$ cat config.mk
export PLATFORM = sky130hd
export DESIGN_NAME = timing_bit_slicer_deframer
export DESIGN_NICKNAME = d
export VERILOG_FILES = /design/src/hdl/tbsd_pkg.sv /design/src/hdl/tbsd_slicer.sv /design/src/hdl/tbsd_framer.sv /design/src/hdl/timing_bit_slicer_deframer.sv
export VERILOG_INCLUDE_DIRS = /design/src /design/src/hdl
export SDC_FILE = /design/constraint.sdc
export NUM_CORES = 1
export LEC_CHECK = 0
export BUFFER_PORTS_ARGS = -buffer_cell sky130_fd_sc_hd__buf_4
export CAP_MARGIN = 20
export CORE_ASPECT_RATIO = 0.5
export CORE_MARGIN = 8
export CORE_UTILIZATION = 57
export DETAILED_ROUTE_END_ITERATION = 7
export HOLD_SLACK_MARGIN = 0.05
export PLACE_DENSITY = 0.78
export SLEW_MARGIN = 30
export SYNTH_ARGS = -nofsm -noshare
export SYNTH_HDL_FRONTEND = slang
export SYNTH_SLANG_ARGS = --single-unit
$ cat constraint.sdc
create_clock -name clk -period 7.1 [get_ports clk]
set_clock_uncertainty 0.15 [all_clocks]
set_input_delay 1.42 -clock clk [delete_from_list [all_inputs] [get_ports clk]]
set_output_delay 1.42 -clock clk [all_outputs]
set_load 0.01 [all_outputs]
$ cat src/hdl/timing_bit_slicer_deframer_macros.svh
// Assertion macros shared by the timing bit slicer deframer modules.
// Depends on nothing; each user must have clk and arst_n in scope.
`ifndef TIMING_BIT_SLICER_DEFRAMER_MACROS_SVH
`define TIMING_BIT_SLICER_DEFRAMER_MACROS_SVH

// Same-cycle implication, disabled while reset is asserted.
`define TBSD_ASSERT_NOW(label, ante, cons, msg) \
	label: assert property (@(posedge clk) disable iff (!arst_n) (ante) |-> (cons)) \
		else $error(msg);

// Next-cycle implication, disabled while reset is asserted.
`define TBSD_ASSERT_NEXT(label, ante, cons, msg) \
	label: assert property (@(posedge clk) disable iff (!arst_n) (ante) |=> (cons)) \
		else $error(msg);

`endif

$ cat src/hdl/tbsd_pkg.sv
// Package for the timing bit slicer deframer: sizes, register indexes,
// payload structs and the phase encoding. Depends on nothing.
`timescale 1ns / 1ps

package tbsd_pkg;

	localparam int MAX_MESSAGE_BYTES = 128;
	localparam int COUNT_WIDTH       = 16;

	localparam int TIME_W      = 16;
	localparam int CFG_DATA_W  = 16;
	localparam int CFG_INDEX_W = 2;
	localparam int DEC_W       = COUNT_WIDTH + 3;
	localparam int MSG_BIT_W   = $clog2(MAX_MESSAGE_BYTES * 8 + 1);

	localparam logic [COUNT_WIDTH-1:0] CNT_MAX = '1;
	localparam logic [MSG_BIT_W-1:0] MSG_BITS_MAX = MSG_BIT_W'(MAX_MESSAGE_BYTES * 8);

	// Configuration register indexes.
	localparam logic [CFG_INDEX_W-1:0] REG_HIT_BOUNDARY  = 2'd0;
	localparam logic [CFG_INDEX_W-1:0] REG_OUTLIER_LIMIT = 2'd1;
	localparam logic [CFG_INDEX_W-1:0] REG_SYNC_PATTERN  = 2'd2;

	localparam logic [TIME_W-1:0] HIT_BOUNDARY_RST  = 16'd100;
	localparam logic [TIME_W-1:0] OUTLIER_LIMIT_RST = 16'd1000;
	localparam logic [7:0]        SYNC_PATTERN_RST  = 8'b1001_1011;

	// Request kinds.
	localparam logic REQ_SAMPLE = 1'b0;
	localparam logic REQ_TICK   = 1'b1;

	// Phase codes as seen on the result port.
	localparam logic [1:0] PHASE_CODE_SEEK = 2'd0;
	localparam logic [1:0] PHASE_CODE_SYNC = 2'd1;
	localparam logic [1:0] PHASE_CODE_MSG  = 2'd2;

	typedef enum logic [2:0] {
		PH_SEEK = 3'b001,
		PH_SYNC = 3'b010,
		PH_MSG  = 3'b100
	} phase_t;

	typedef struct packed {
		logic              req_type;
		logic [TIME_W-1:0] access_time;
	} req_t;

	typedef struct packed {
		logic       bit_value;
		logic [1:0] phase;
		logic       realign;
		logic       byte_valid;
		logic [7:0] byte_value;
		logic       last;
	} res_t;

	// Per-period decision handed from the slicer to the framer.
	typedef struct packed {
		logic bit_value;
		logic realign;
	} decision_t;

	function automatic logic [1:0] phase_code(input phase_t ph);
		logic [1:0] code;
		case (ph)
			PH_SEEK: code = PHASE_CODE_SEEK;
			PH_SYNC: code = PHASE_CODE_SYNC;
			PH_MSG:  code = PHASE_CODE_MSG;
			default: code = PHASE_CODE_SEEK;
		endcase
		return code;
	endfunction

endpackage

$ cat src/hdl/tbsd_slicer.sv
// Sample counters and per-period bit decision of the deframer.
// Depends on tbsd_pkg.
`timescale 1ns / 1ps

module tbsd_slicer (
	input  logic                         clk,
	input  logic                         arst_n,
	input  logic                         sample_en,
	input  logic                         tick_en,
	input  logic [tbsd_pkg::TIME_W-1:0]  access_time,
	input  logic [tbsd_pkg::TIME_W-1:0]  hit_boundary,
	input  logic [tbsd_pkg::TIME_W-1:0]  outlier_limit,
	input  logic                         seek,
	output tbsd_pkg::decision_t          dec
);
	import tbsd_pkg::*;

	logic [COUNT_WIDTH-1:0] sample_count_q;
	logic [COUNT_WIDTH-1:0] hit_count_q;
	logic [COUNT_WIDTH-1:0] hits_clip;
	logic [DEC_W-1:0]       n_x;
	logic [DEC_W-1:0]       h_x;
	logic [DEC_W-1:0]       m_x;
	logic                   counted;
	logic                   is_hit;

	assign counted = (access_time <= outlier_limit);
	assign is_hit  = counted && (access_time <= hit_boundary);

	always_ff @(posedge clk or negedge arst_n) begin
		if (!arst_n) begin
			sample_count_q <= '0;
			hit_count_q    <= '0;
		end else if (tick_en) begin
			sample_count_q <= '0;
			hit_count_q    <= '0;
		end else if (sample_en) begin
			if (counted && sample_count_q != CNT_MAX)
				sample_count_q <= sample_count_q + COUNT_WIDTH'(1);
			if (is_hit && hit_count_q != CNT_MAX)
				hit_count_q <= hit_count_q + COUNT_WIDTH'(1);
		end
	end

	// The ratio tests are exact cross products by small constants.
	assign hits_clip = (hit_count_q > sample_count_q) ? sample_count_q : hit_count_q;
	assign n_x = DEC_W'(sample_count_q);
	assign h_x = DEC_W'(hits_clip);
	assign m_x = n_x - h_x;

	always_comb begin
		if (seek) begin
			dec.bit_value = ((h_x << 2) + h_x) < (n_x << 2);
			dec.realign   = ((m_x << 2) + m_x) > n_x;
		end else begin
			dec.bit_value = (h_x << 1) < n_x;
			dec.realign   = 1'b0;
		end
	end

endmodule

$ cat src/hdl/tbsd_framer.sv
// Sync matcher and message byte packer of the deframer.
// Depends on tbsd_pkg.
`timescale 1ns / 1ps

module tbsd_framer (
	input  logic                clk,
	input  logic                arst_n,
	input  logic                tick_en,
	input  tbsd_pkg::decision_t dec,
	input  logic [7:0]          sync_pattern,
	output logic                seek,
	output tbsd_pkg::res_t      res
);
	import tbsd_pkg::*;

	phase_t                 phase_q, phase_d;
	logic [2:0]             pos_q, pos_d;
	logic [MSG_BIT_W-1:0]   cnt_q, cnt_d, cnt_inc;
	logic [7:0]             shift_q, shift_d, shifted;
	logic                   byte_valid;
	logic [7:0]             byte_value;
	logic                   last;

	assign cnt_inc = cnt_q + MSG_BIT_W'(1);
	assign shifted = {shift_q[6:0], dec.bit_value};

	always_comb begin
		phase_d    = phase_q;
		pos_d      = pos_q;
		cnt_d      = cnt_q;
		shift_d    = shift_q;
		byte_valid = 1'b0;
		byte_value = 8'd0;
		last       = 1'b0;
		case (phase_q)
			PH_SEEK: begin
				if (dec.bit_value == sync_pattern[7]) begin
					phase_d = PH_SYNC;
					pos_d   = 3'd1;
				end
			end
			PH_SYNC: begin
				if (dec.bit_value == sync_pattern[3'd7 - pos_q]) begin
					if (pos_q == 3'd7) begin
						phase_d = PH_MSG;
						pos_d   = 3'd0;
						cnt_d   = '0;
						shift_d = 8'd0;
					end else begin
						pos_d = pos_q + 3'd1;
					end
				end else begin
					phase_d = PH_SEEK;
					pos_d   = 3'd0;
					cnt_d   = '0;
					shift_d = 8'd0;
				end
			end
			PH_MSG: begin
				shift_d = shifted;
				cnt_d   = cnt_inc;
				if (cnt_inc[2:0] == 3'd0) begin
					byte_valid = 1'b1;
					byte_value = shifted;
					if (shifted == 8'd0 || cnt_inc >= MSG_BITS_MAX) begin
						last    = 1'b1;
						phase_d = PH_SEEK;
						pos_d   = 3'd0;
						cnt_d   = '0;
						shift_d = 8'd0;
					end else begin
						shift_d = 8'd0;
					end
				end
			end
			default: begin
				phase_d = PH_SEEK;
				pos_d   = 3'd0;
				cnt_d   = '0;
				shift_d = 8'd0;
			end
		endcase
	end

	always_ff @(posedge clk or negedge arst_n) begin
		if (!arst_n) begin
			phase_q <= PH_SEEK;
			pos_q   <= 3'd0;
			cnt_q   <= '0;
			shift_q <= 8'd0;
		end else if (tick_en) begin
			phase_q <= phase_d;
			pos_q   <= pos_d;
			cnt_q   <= cnt_d;
			shift_q <= shift_d;
		end
	end

	assign seek = (phase_q == PH_SEEK);

	always_comb begin
		res.bit_value  = dec.bit_value;
		res.phase      = phase_code(phase_d);
		res.realign    = dec.realign;
		res.byte_valid = byte_valid;
		res.byte_value = byte_value;
		res.last       = last;
	end

endmodule

$ cat src/hdl/timing_bit_slicer_deframer.sv
// Top level of the timing bit slicer deframer: request register, result
// register and configuration registers. Depends on tbsd_pkg, tbsd_slicer,
// tbsd_framer and timing_bit_slicer_deframer_macros.svh.
`timescale 1ns / 1ps

// The block takes one request per clock cycle, sustained while no tick waits
// on a full result register. A sample request updates the hit and sample
// counters and gives no result. A tick request slices the period into one bit,
// runs the sync matcher and byte packer, and places one result in the output
// register. Every request first lands in a request register; from there the
// counter update, the ratio decision and the framer step run as one pass of
// short logic, and a tick's result is loaded into the result register once it
// is free. The figure of one request per cycle is set by that single pass
// through the counters and framer state.
// While a result waits in the output register, the request register still
// accepts a request; a tick in the request register then waits for the result
// to be taken, while samples pass on freely. Configuration writes take effect
// at once and are meant for times when no request is in flight; writes to an
// unknown index are ignored.
module timing_bit_slicer_deframer (
	input  logic                               clk,
	input  logic                               arst_n,
	input  logic                               in_valid,
	output logic                               in_ready,
	input  tbsd_pkg::req_t                     in_req,
	output logic                               out_valid,
	input  logic                               out_ready,
	output tbsd_pkg::res_t                     out_res,
	input  logic                               cfg_we,
	input  logic [tbsd_pkg::CFG_INDEX_W-1:0]   cfg_index,
	input  logic [tbsd_pkg::CFG_DATA_W-1:0]    cfg_data
);
	import tbsd_pkg::*;

	`include "timing_bit_slicer_deframer_macros.svh"

	logic               in_valid_s1;
	req_t               in_req_s1;
	logic               out_valid_q;
	res_t               out_res_q;
	logic [TIME_W-1:0]  hit_boundary_q;
	logic [TIME_W-1:0]  outlier_limit_q;
	logic [7:0]         sync_pattern_q;

	logic               s1_is_tick;
	logic               out_free;
	logic               s1_fire;
	logic               sample_en;
	logic               tick_en;
	logic               seek;
	decision_t          dec;
	res_t               res;

	// Configuration registers; the high byte of a sync pattern write is dropped.
	always_ff @(posedge clk or negedge arst_n) begin
		if (!arst_n) begin
			hit_boundary_q  <= HIT_BOUNDARY_RST;
			outlier_limit_q <= OUTLIER_LIMIT_RST;
			sync_pattern_q  <= SYNC_PATTERN_RST;
		end else if (cfg_we) begin
			case (cfg_index)
				REG_HIT_BOUNDARY:  hit_boundary_q  <= cfg_data[TIME_W-1:0];
				REG_OUTLIER_LIMIT: outlier_limit_q <= cfg_data[TIME_W-1:0];
				REG_SYNC_PATTERN:  sync_pattern_q  <= cfg_data[7:0];
				default: ;
			endcase
		end
	end

	// A sample never needs the result register; a tick needs it free or
	// being emptied in this cycle.
	assign s1_is_tick = (in_req_s1.req_type == REQ_TICK);
	assign out_free   = !out_valid_q || out_ready;
	assign s1_fire    = in_valid_s1 && (!s1_is_tick || out_free);
	assign in_ready   = !in_valid_s1 || s1_fire;
	assign sample_en  = s1_fire && !s1_is_tick;
	assign tick_en    = s1_fire && s1_is_tick;

	always_ff @(posedge clk or negedge arst_n) begin
		if (!arst_n) begin
			in_valid_s1 <= 1'b0;
		end else if (in_ready) begin
			in_valid_s1 <= in_valid;
		end
	end

	always_ff @(posedge clk) begin
		if (in_valid && in_ready)
			in_req_s1 <= in_req;
	end

	tbsd_slicer u_slicer (
		.clk           (clk),
		.arst_n        (arst_n),
		.sample_en     (sample_en),
		.tick_en       (tick_en),
		.access_time   (in_req_s1.access_time),
		.hit_boundary  (hit_boundary_q),
		.outlier_limit (outlier_limit_q),
		.seek          (seek),
		.dec           (dec)
	);

	tbsd_framer u_framer (
		.clk          (clk),
		.arst_n       (arst_n),
		.tick_en      (tick_en),
		.dec          (dec),
		.sync_pattern (sync_pattern_q),
		.seek         (seek),
		.res          (res)
	);

	// Result register.
	always_ff @(posedge clk or negedge arst_n) begin
		if (!arst_n) begin
			out_valid_q <= 1'b0;
		end else if (tick_en) begin
			out_valid_q <= 1'b1;
		end else if (out_ready) begin
			out_valid_q <= 1'b0;
		end
	end

	always_ff @(posedge clk) begin
		if (tick_en)
			out_res_q <= res;
	end

	assign out_valid = out_valid_q;
	assign out_res   = out_res_q;

	// A message end always carries its byte and leaves the block in seek.
	`TBSD_ASSERT_NOW(a_last_ends_message, out_valid_q && out_res_q.last,
		out_res_q.byte_valid && out_res_q.phase == PHASE_CODE_SEEK,
		"last without a byte or without a return to seek")
	// Byte fields stay zero when no byte was completed.
	`TBSD_ASSERT_NOW(a_no_byte_zero, out_valid_q && !out_res_q.byte_valid,
		out_res_q.byte_value == 8'd0 && !out_res_q.last,
		"byte fields set without a completed byte")
	// Realign comes only from a seek-mode decision, which cannot end in message mode.
	`TBSD_ASSERT_NOW(a_realign_from_seek, out_valid_q && out_res_q.realign,
		out_res_q.phase != PHASE_CODE_MSG,
		"realign raised outside seek")
	// A tick held in the request register stays there until the result slot frees.
	`TBSD_ASSERT_NEXT(a_tick_waits, in_valid_s1 && !s1_fire,
		in_valid_s1 && $stable(in_req_s1),
		"stalled request lost from the request register")

endmodule
Word level (Yosys, flattened, before mapping)
Cells that the tools add are included.
Widths: inputs -> output; s select.
Word-level totals
  output and inout bits: 16
  bits in registers: 129
  input port bits: 40
  logic and storage cells: 117
Operators by class
  bitwise operators: 1
  eq/ne operators: 16
  multiplexer cells: 36
  order comparisons: 8
  $add $sub $neg: 8
  reduce and logical (&&, ||, !) cells: 29
Operators by type and width (count)
  $mux 16: 7
  $mux 11: 4
  $pmux 11 s3: 1
  $add 16x1->16 const B: 2
  $le 16x16->1: 2
  $ne 16x16->1 const B: 2
  $mux 3: 10
  $mux 7: 3
  $pmux 7 s3: 1
  $add 18x16->19: 1
  $add 19x19->19: 1
  $gt 19x16->1: 1
  $lt 19x18->1: 1
  $pmux 3 s3: 2
  $lt 17x16->1: 1
  $sub 16x16->17: 1
  $gt 16x16->1: 1
  $reduce_and 2->1: 6
  $add 11x1->11 const B: 1
  $ge 11x11->1 const B: 1
  $eq 3x3->1 const B: 3
  $logic_not 8->1: 1
  $reduce_bool 2->1: 4
  $logic_and 1x1->1: 7
  21 further kinds: 34

Depth between registers and ports, before layout
Gate-level depths: netlist of run 1.
  word-level depth: 13
  mapped depth: 36
  gate-level depth less buffers: 34

Hierarchy
Synthesis of run 1 repeated with hierarchy kept, for this count alone.
Second synthesis, totals
  cells, all modules: 1102
  area, all modules: 10416.2 um^2
Modules (own cells, without submodules)
  tbsd_slicer: cells an instance 789, times used 1, sequential area each 800.8 um^2, area each 6264.8 um^2
  timing_bit_slicer_deframer: cells an instance 127, times used 1, sequential area each 1999.4 um^2, area each 2558.7 um^2
  tbsd_framer: cells an instance 186, times used 1, sequential area each 601.8 um^2, area each 1592.8 um^2

Least setup slack after synthesis of run 1
OpenSTA, ideal clock, no wires.
  kind: register to register
  start: register u_slicer.sample_count_q[6]
  end: register u_framer.cnt_q[9]
  buffers on the path: 4
  required time: 6858 ps
  data arrival time: 7395 ps
  setup time: 92 ps
  setup slack: -537 ps
  clock period less this slack: 7637 ps
  cell stages (with the launch flop): 30
  cell sequence: dfrtp_1 > clkbuf_1 > inv_2 > ha_1 > nand4_1 > a2111o_1 > a31oi_4 > clkbuf_1 > clkbuf_1 > mux2_2 > ha_1 > nor2b_1 > o21a_1 > o41ai_1 > o211ai_1 > o21a_1 > nor2_1 > xnor2_1 > ha_1 > a21o_1 > a211o_1 > a2111oi_0 > o31ai_1 > a2111oi_1 > o22ai_4 > mux2i_1 > a211o_1 > or2_0 > clkbuf_1 > o31ai_2
Between the ends
  cells in the longest elaborated chain, start to end: 10
  elaborated cells on any way between the ends: 15
  classes of those cells: 1 x add/sub; 3 x order compare; 2 x eq/ne; 6 x mux; 3 x reduce/logical
Ends and longest elaborated chain
  start, declared: RTL line tbsd_slicer.sv:18  | logic [COUNT_WIDTH-1:0] sample_count_q;
  start signal, assigned: RTL line tbsd_slicer.sv:39  | sample_count_q <= sample_count_q + COUNT_WIDTH'(1);
  $gt 16x16->1: RTL line tbsd_slicer.sv:46  | assign hits_clip = (hit_count_q > sample_count_q) ? sample_count_q : hit_count_q;
  $mux 16: RTL line tbsd_slicer.sv:46
  $add 18x16->19: RTL line tbsd_slicer.sv:53  | dec.bit_value = ((h_x << 2) + h_x) < (n_x << 2);
  $lt 19x18->1: RTL line tbsd_slicer.sv:53
  $mux 2 (*): RTL line tbsd_slicer.sv:52  | if (seek) begin
  $logic_not 8->1: RTL line tbsd_framer.sv:65  | if (shifted == 8'd0 || cnt_inc >= MSG_BITS_MAX) begin
  $logic_or 1x1->1: RTL line tbsd_framer.sv:65
  $mux 11: RTL line tbsd_framer.sv:65
  $mux 11: RTL line tbsd_framer.sv:62  | if (cnt_inc[2:0] == 3'd0) begin
  $pmux 11 s3: RTL line tbsd_framer.sv:35  | case (phase_q)
  end signal, assigned: RTL line tbsd_framer.sv:94  | cnt_q <= cnt_d;
  end, declared: RTL line tbsd_framer.sv:18  | logic [MSG_BIT_W-1:0] cnt_q, cnt_d, cnt_inc;
Every way passes the cells marked *; elsewhere a longest branch is shown, timed or not.
A chain may end at the register's enable or synchronous reset.

Worst setup path after layout of run 1
  start: register u_slicer.sample_count_q[4]
  end: register u_framer.cnt_q[9]
The elaborated chain is that of the path after synthesis.

==> results of run 1 <==
-- per-stage QoR --
step / TNS (ps) / hold WS [ps] / instances
after floorplan: 0 / 312.2 / 1046
after global placement: 0 / 332.0 / 1363
after detailed placement: -1542 / 340.3 / 1363
after CTS: 0 / 353.9 / 1397
after global routing: -2673 / 359.5 / 1425
final: -8.791 / 350.4 / 1425
-- synthesized netlist by cell type (all sizes together) (17+ instances only) --
library cell  instances  share of area, %
nand2b               22               1.4
mux2                 41               4.7
clkbuf               20              0.76
inv                  83               3.2
o21a                 18               1.4
and3                 17               1.1
nor2b                17               1.1
nand2                89               3.4
o21ai                75               3.8
ha                  145                18
edfxtp               31               9.4
xnor2                47               4.2
a21oi                57               2.9
dfrtp                83                21
a21o                 27               2.1
nor2                 69               2.6
nand3                25               1.3
nand4                20               1.3
-- final cells by class --
| type | count | area, µm² |
|---|---|---|
| clock buffer | 23 | 447.9 |
| clock inverter | 9 | 90.09 |
| fill | 1193 | 5100 |
| inverter | 83 | 311.5 |
| multi-input combinational | 812 | 6445 |
| sequential | 129 | 3402 |
| tap | 234 | 292.8 |
| timing repair buffer | 135 | 1055 |
-- layer usage --
metal / global-route usage [%] / share of wire, % / up-vias
li1: - / - / 4044
met1: 29.25 / 43 / 4158
met3: 4.181 / 6.1 / 54
met4: 6.947 / 2.2 / 0
met5: 0 / 0 / -
met2: 38.46 / 48 / 291
-- worst min-delay path by stage --
stage | end | depth (start not counted) | from
2_1_floorplan | u_framer.shift_q[6] | 2 | u_framer.shift_q[6]
3_3_place_gp | u_framer.shift_q[6] | 2 | u_framer.shift_q[6]
3_5_place_dp | u_framer.cnt_q[9] | 1 | u_framer.cnt_q[9]
4_1_cts | u_framer.cnt_q[9] | 1 | u_framer.cnt_q[9]
5_1_grt | u_framer.cnt_q[9] | 1 | u_framer.cnt_q[9]
6_report | u_framer.cnt_q[9] | 1 | u_framer.cnt_q[9]
-- state kept, by name, summed over array words and instances (netlist names) --
name,cells
outlier_limit_q,16
u_framer.phase_q,3
out_valid,1
in_req_s1,16
u_slicer.hit_count_q,16
in_valid_s1,1
hit_boundary_q,16
u_slicer.sample_count_q,16
out_res,14
s1_is_tick,1
u_framer.cnt_q,11
sync_pattern_q,8
u_framer.shift_q,7
u_framer.pos_q,3
-- what timing repair did --
| item | 4_1_cts | 5_1_grt |
|---|---|---|
| pin swaps | 3 | 29 |
| resized for setup | 6 | 77 |
| setup endpoints to repair | 21 | 26 |
| setup buffers | 2 | 28 |
-- cells by family after synthesis --
group,count (synthesis),synth area share [%]
buffers and inverters,105,4.007
multiplexers,49,5.744
XOR/XNOR,58,5.148
adder cells (fa/ha/maj),148,19.00
flip-flops,129,34.48
AO/OA/AOI/OAI,240,15.74
AND/OR/NAND/NOR,317,15.89
==> impl_metrics.env, run 1 <==
export IMPL_status="complete, but fails checks"
export IMPL_area_growth_pct=22.06
export IMPL_max_stage_delay_ps=480
export IMPL_final_antenna_net_count=0
export IMPL_drv_cap=0
export IMPL_hold_buffers=0
export IMPL_grt_antenna_before_repair=0
export IMPL_syn_instance_count=1046
export IMPL_synth_cell_area_um2=9867
export IMPL_pin_count=56
export IMPL_reg2reg_slack_ps=-9
export IMPL_crit_family="compound AO/OA/AOI/OAI gates"
export IMPL_cts_buffer_depth=2
export IMPL_drc_errors=0
export IMPL_ys_ff_latch=129
export IMPL_ctsHtreeMaxLevel=4
export IMPL_grt_max_degree=62
export IMPL_clkLatencyLatePin_ps=420
export IMPL_cp_endpoint="u_framer.cnt_q[9]"
export IMPL_timing_slew_headroom_pct=37.08
export IMPL_synth_area_per_cell_um2=9.433
export IMPL_drt_total_wl_um=26500
export IMPL_final_util_pct=70.25
export IMPL_cp_startpoint="u_slicer.sample_count_q[4]"
export IMPL_routedWlPerCell_um=18.59
export IMPL_antennaDiodeCount=0
export IMPL_rows=34
export IMPL_grt_pass1_vias=8278
export IMPL_crit_slowest_cell="a2111o_1"
export IMPL_via_count=8547
export IMPL_portBuffers=55
export IMPL_synth_edf_count=31
export IMPL_r2r_cells=32
export IMPL_synth_seq_area_share_pct=34.48
export IMPL_r2r_end="u_framer.cnt_q[9]"
export IMPL_synth_flop_cell="dfrtp_1"
export IMPL_cp_num_buf_inv=4
export IMPL_finalMaxSlewViolations=0
export IMPL_place_hpwl_um=18590
export IMPL_postLayoutCellArea_um2=12040
export IMPL_mostFrequentLayoutCells="ha_1, buf_4, nand2_1"
export IMPL_end_kind="flip-flop"
export IMPL_crit_arrival_ps=7280
export IMPL_rsz0062_at_grt="yes"
export IMPL_violations="negative setup slack"
export IMPL_grt_usage_pct=22.57
export IMPL_setup_ws_ps=-8.791
export IMPL_core_area_um2=17140
export IMPL_hp_class="flip-flop to flip-flop"
export IMPL_period_minus_slack_ps=7109
export IMPL_finalHoldViolations=0
export IMPL_synthArstFlopShare_pct=75.97
export IMPL_crit_type="flip-flop to flip-flop"
export IMPL_required_ps=7280
export IMPL_drt_iter0_drc=558
export IMPL_synth_cell_types=70
export IMPL_fmax_ghz=0.1407
export IMPL_clk_pin_slew_worst_paths_ps=60
export IMPL_cts_root_buf="clkbuf_16"
export IMPL_clkSinkCount=129
export IMPL_cp_depth=32
export IMPL_crit_fanout=7
export IMPL_die_w_um=202.1
export IMPL_start_util_pct=57.55
export IMPL_die_y_um=109.0
export IMPL_cts_tree="built"
export IMPL_dieArea_um2=22030
export IMPL_syn_nets=1234
export IMPL_cts_buffers=17
export IMPL_pre_cts_ws_ps=-206.0
export IMPL_cp_start_kind="flip-flop"
export IMPL_worst_pin_slew_ps=941.0
export IMPL_drive_gt1_share_pct=23.85
export IMPL_viasPerCell=5.998
export IMPL_gp_congestion=0.9463
export IMPL_overflow=0
export IMPL_placed_area_um2=10890
export IMPL_drtPass1Iterations=5
export IMPL_min_period_over_period_pct=100.1
export IMPL_r2r_start="u_slicer.sample_count_q[4]"
export IMPL_yosysWarnings=0
export IMPL_setup_viol=1
export IMPL_grt_pass1_wl_um=40340
export IMPL_nNetsFinal=1366
Power of run 1 is left out: the tool's default activity adds up to more than one toggle a clock period on the data nets, which glitch-free logic cannot reach.
==> inputs of run 2 (changes only) <==
--- a/config.mk
+++ b/config.mk
@@ -17,4 +17,5 @@
 export SLEW_MARGIN = 30
 export SYNTH_ARGS = -nofsm -noshare
 export SYNTH_HDL_FRONTEND = slang
+export SYNTH_HIERARCHICAL = 1
 export SYNTH_SLANG_ARGS = --single-unit
==> run 2 against run 1 <==
The flow now finishes without violations; sequential share of layout area fell by 0.070 points; flip-flop and latch count is the same; global-route usage is 0.43 points lower; largest cell class unchanged; highest routed layer unchanged.
==> impl_metrics.env, run 2 <==
export IMPL_synth_flop_cell="dfrtp_1"
export IMPL_synth_area_leaders="dfrtp_1, ha_1, edfxtp_1, mux2_2, dfstp_2"
export IMPL_r2r_end="u_framer/cnt_q[6]"
export IMPL_start_util_pct=57.45
export IMPL_via_count=9028
export IMPL_synth_seq_area_share_pct=32.66
export IMPL_setup_viol=0
export IMPL_finalMaxSlewViolations=0
export IMPL_whs_path_depth=2
export IMPL_cts_buffers=17
export IMPL_ctsHtreeMaxLevel=4
export IMPL_clkSinkCount=129
export IMPL_ir_drop_mv=0.2813
export IMPL_crit_fanout=9
export IMPL_crit_top_cell="a21o_1"
export IMPL_p_total_mw=5.570
export IMPL_pin_count=56
export IMPL_die_w_um=207.2
export IMPL_required_ps=7230
export IMPL_grt_usage_pct=22.13
export IMPL_hp_start="u_framer/cnt_q[1]"
export IMPL_synth_cell_types=81
export IMPL_overflow=0
export IMPL_yosysTopAreaCell="dfrtp_1"
export IMPL_synth_edf_count=31
export IMPL_cts_tree="built"
export IMPL_max_stage_delay_ps=490
export IMPL_mostFrequentLayoutCells="ha_1, buf_4, inv_1"
export IMPL_routedWlPerCell_um=18.17
export IMPL_drive_gt1_share_pct=21.18
export IMPL_grt_pass1_wl_um=43040
export IMPL_cts_root_buf="clkbuf_16"
export IMPL_p_per_area_nw_per_um2=461.0
export IMPL_r2r_cells=35
export IMPL_dp_cells=1401
export IMPL_viasPerCell=6.192
export IMPL_r2r_start="u_slicer/sample_count_q[9]"
export IMPL_reg2reg_slack_ps=240
export IMPL_stdcell_count=1458
export IMPL_drc_errors=0
export IMPL_rsz0062_at_grt="yes"
export IMPL_seq_area_um2=3405
export IMPL_die_y_um=111.6
export IMPL_final_antenna_net_count=0
export IMPL_dieArea_um2=23120
export IMPL_ys_ff_latch=129
export IMPL_drt_iter0_drc=599
export IMPL_grt_antenna_before_repair=0
export IMPL_syn_instance_count=1102
export IMPL_yosysWarnings=6
export IMPL_grt_max_degree=57
export IMPL_fmax_ghz=0.1458
export IMPL_syn_nets=1291
export IMPL_drtPass1Iterations=5
export IMPL_place_hpwl_um=19600
export IMPL_synth_area_per_cell_um2=9.452
export IMPL_area_growth_pct=16.00
export IMPL_drt_total_wl_um=26490
export IMPL_core_area_um2=18130
export IMPL_min_period_over_period_pct=96.62
export IMPL_status="completed"
export IMPL_synth_cell_area_um2=10420
export IMPL_drv_cap=0
export IMPL_synthTopCellsByCount="ha_1, inv_1, dfrtp_1"
export IMPL_clk_pin_slew_worst_paths_ps=60
export IMPL_rows=35
export IMPL_mostFrequentLayoutCell="ha_1"
export IMPL_p_leak_nw=5.719
export IMPL_finalHoldViolations=0
export IMPL_synth_most_common_cell="ha_1"
export IMPL_multi_input_area_um2=6680
export IMPL_hold_buffers=0
export IMPL_cp_start_kind="flip-flop"
export IMPL_synth_top_cell_area_share_pct=19.94
export IMPL_crit_type="flip-flop to flip-flop"
export IMPL_cts_buffer_depth=2
export IMPL_synthArstFlopShare_pct=75.97
export IMPL_nNetsFinal=1394
export IMPL_hold_path_end="u_framer/cnt_q[1]"
export IMPL_timing_slew_headroom_pct=38.70
export IMPL_gp_congestion=0.9484
export IMPL_period_minus_slack_ps=6860
export IMPL_crit_slowest_cell="or3_4"
export IMPL_antennaDiodeCount=0
export IMPL_clkLatencyLatePin_ps=410
export IMPL_worst_pin_slew_ps=918.5
export IMPL_crit_arrival_ps=6990
export IMPL_portBuffers=55
export IMPL_n_fill_cell=1384
export IMPL_end_kind="flip-flop"
export IMPL_grt_pass1_vias=8987
export IMPL_hp_class="flip-flop to flip-flop"
run 2: cell count changes in the layout (fill, tap and decap cells not counted), moves of 11 or more:
| cell | change |
|---|---|
| nand2_1 | -29 |
| a21oi_1 | +25 |
| inv_1 | +22 |
| buf_4 | -21 |
| o21ai_1 | -21 |
| xnor2_1 | -17 |
| a21o_1 | +14 |
| o31ai_1 | +14 |
| nand3_1 | +12 |
| mux2_2 | +11 |
run 2: per-stage QoR:
stage          util, %  worst slack [ps]  setup TNS, ps  hold WS, ps  cell area [µm²]
2_1_floorplan        -             5.486              0        301.9            10430
3_3_place_gp     61.96             128.5              0        338.1            11230
3_5_place_dp     61.96             20.65              0        343.2            11230
4_1_cts          64.78             37.65              0        354.6            11750
5_1_grt          66.65            -106.0         -585.5        376.2            12080
6_report         66.65             240.1              0        347.0            12080
run 2: area by class of cell:
cell class / instances / share of cell area [%]
repair buffers: 112 / 7.021
well taps: 240 / 2.485
clock inverters: 8 / 0.3417
clock buffers: 24 / 3.738
inverters: 95 / 2.951
multi-input cells: 850 / 55.29
flip-flops and latches: 129 / 28.18
run 2: critical path: cells and delay by family, from the launching register on:
kind / cells / cell delay, ps
buf+inv: 4 / 580
flops: 1 / 360
compound gates: 21 / 3820
fa+ha+maj: 3 / 850
simple gates: 7 / 970
run 2: per-layer routing:
layer  share of wire (%)  GRT usage [%]  vias to the layer above
li1                    -              -                     4280
met1                  45          28.72                     4445
met2                  48          37.96                      262
met3                 4.5          3.029                       41
met4                 1.7          7.011                        0
met5                   0              0                        -
run 2: timing repair:
action	4_1_cts	5_1_grt
endpoints found under the setup margin	4	26
setup buffers	0	22
resized for setup	5	36
gates cloned	0	3
pin swaps	1	23
run 2: cell families after synthesis:
family,synth area share (%)
multiplexers,6.114
flip-flops,32.66
adder cells (fa/ha/maj),18.11
buffers and inverters,5.045
AND/OR/NAND/NOR,16.72
XOR/XNOR,3.532
AO/OA/AOI/OAI,17.81
run 2: worst max path at each step:
stage | to | cells after the start | from
finish | u_framer/cnt_q[6] | 35 | u_slicer/sample_count_q[9]
global route | out_res[10] | 36 | u_slicer/sample_count_q[9]
CTS | out_res[10] | 33 | u_slicer/sample_count_q[8]
detailed placement | u_framer/cnt_q[6] | 35 | u_slicer/sample_count_q[8]
global placement | out_res[10] | 33 | u_slicer/sample_count_q[9]
floorplan | out_res[10] | 36 | u_slicer/sample_count_q[9]
run 2: power breakdown:
| part | internal, mW | switching (mW) | total, mW |
|---|---|---|---|
| Sequential | 0.873 | 0.0644 | 0.937 |
| Clock | 0.440 | 0.303 | 0.743 |
| Combinational | 1.83 | 2.06 | 3.89 |
Power figures use the tool's default switching activity.
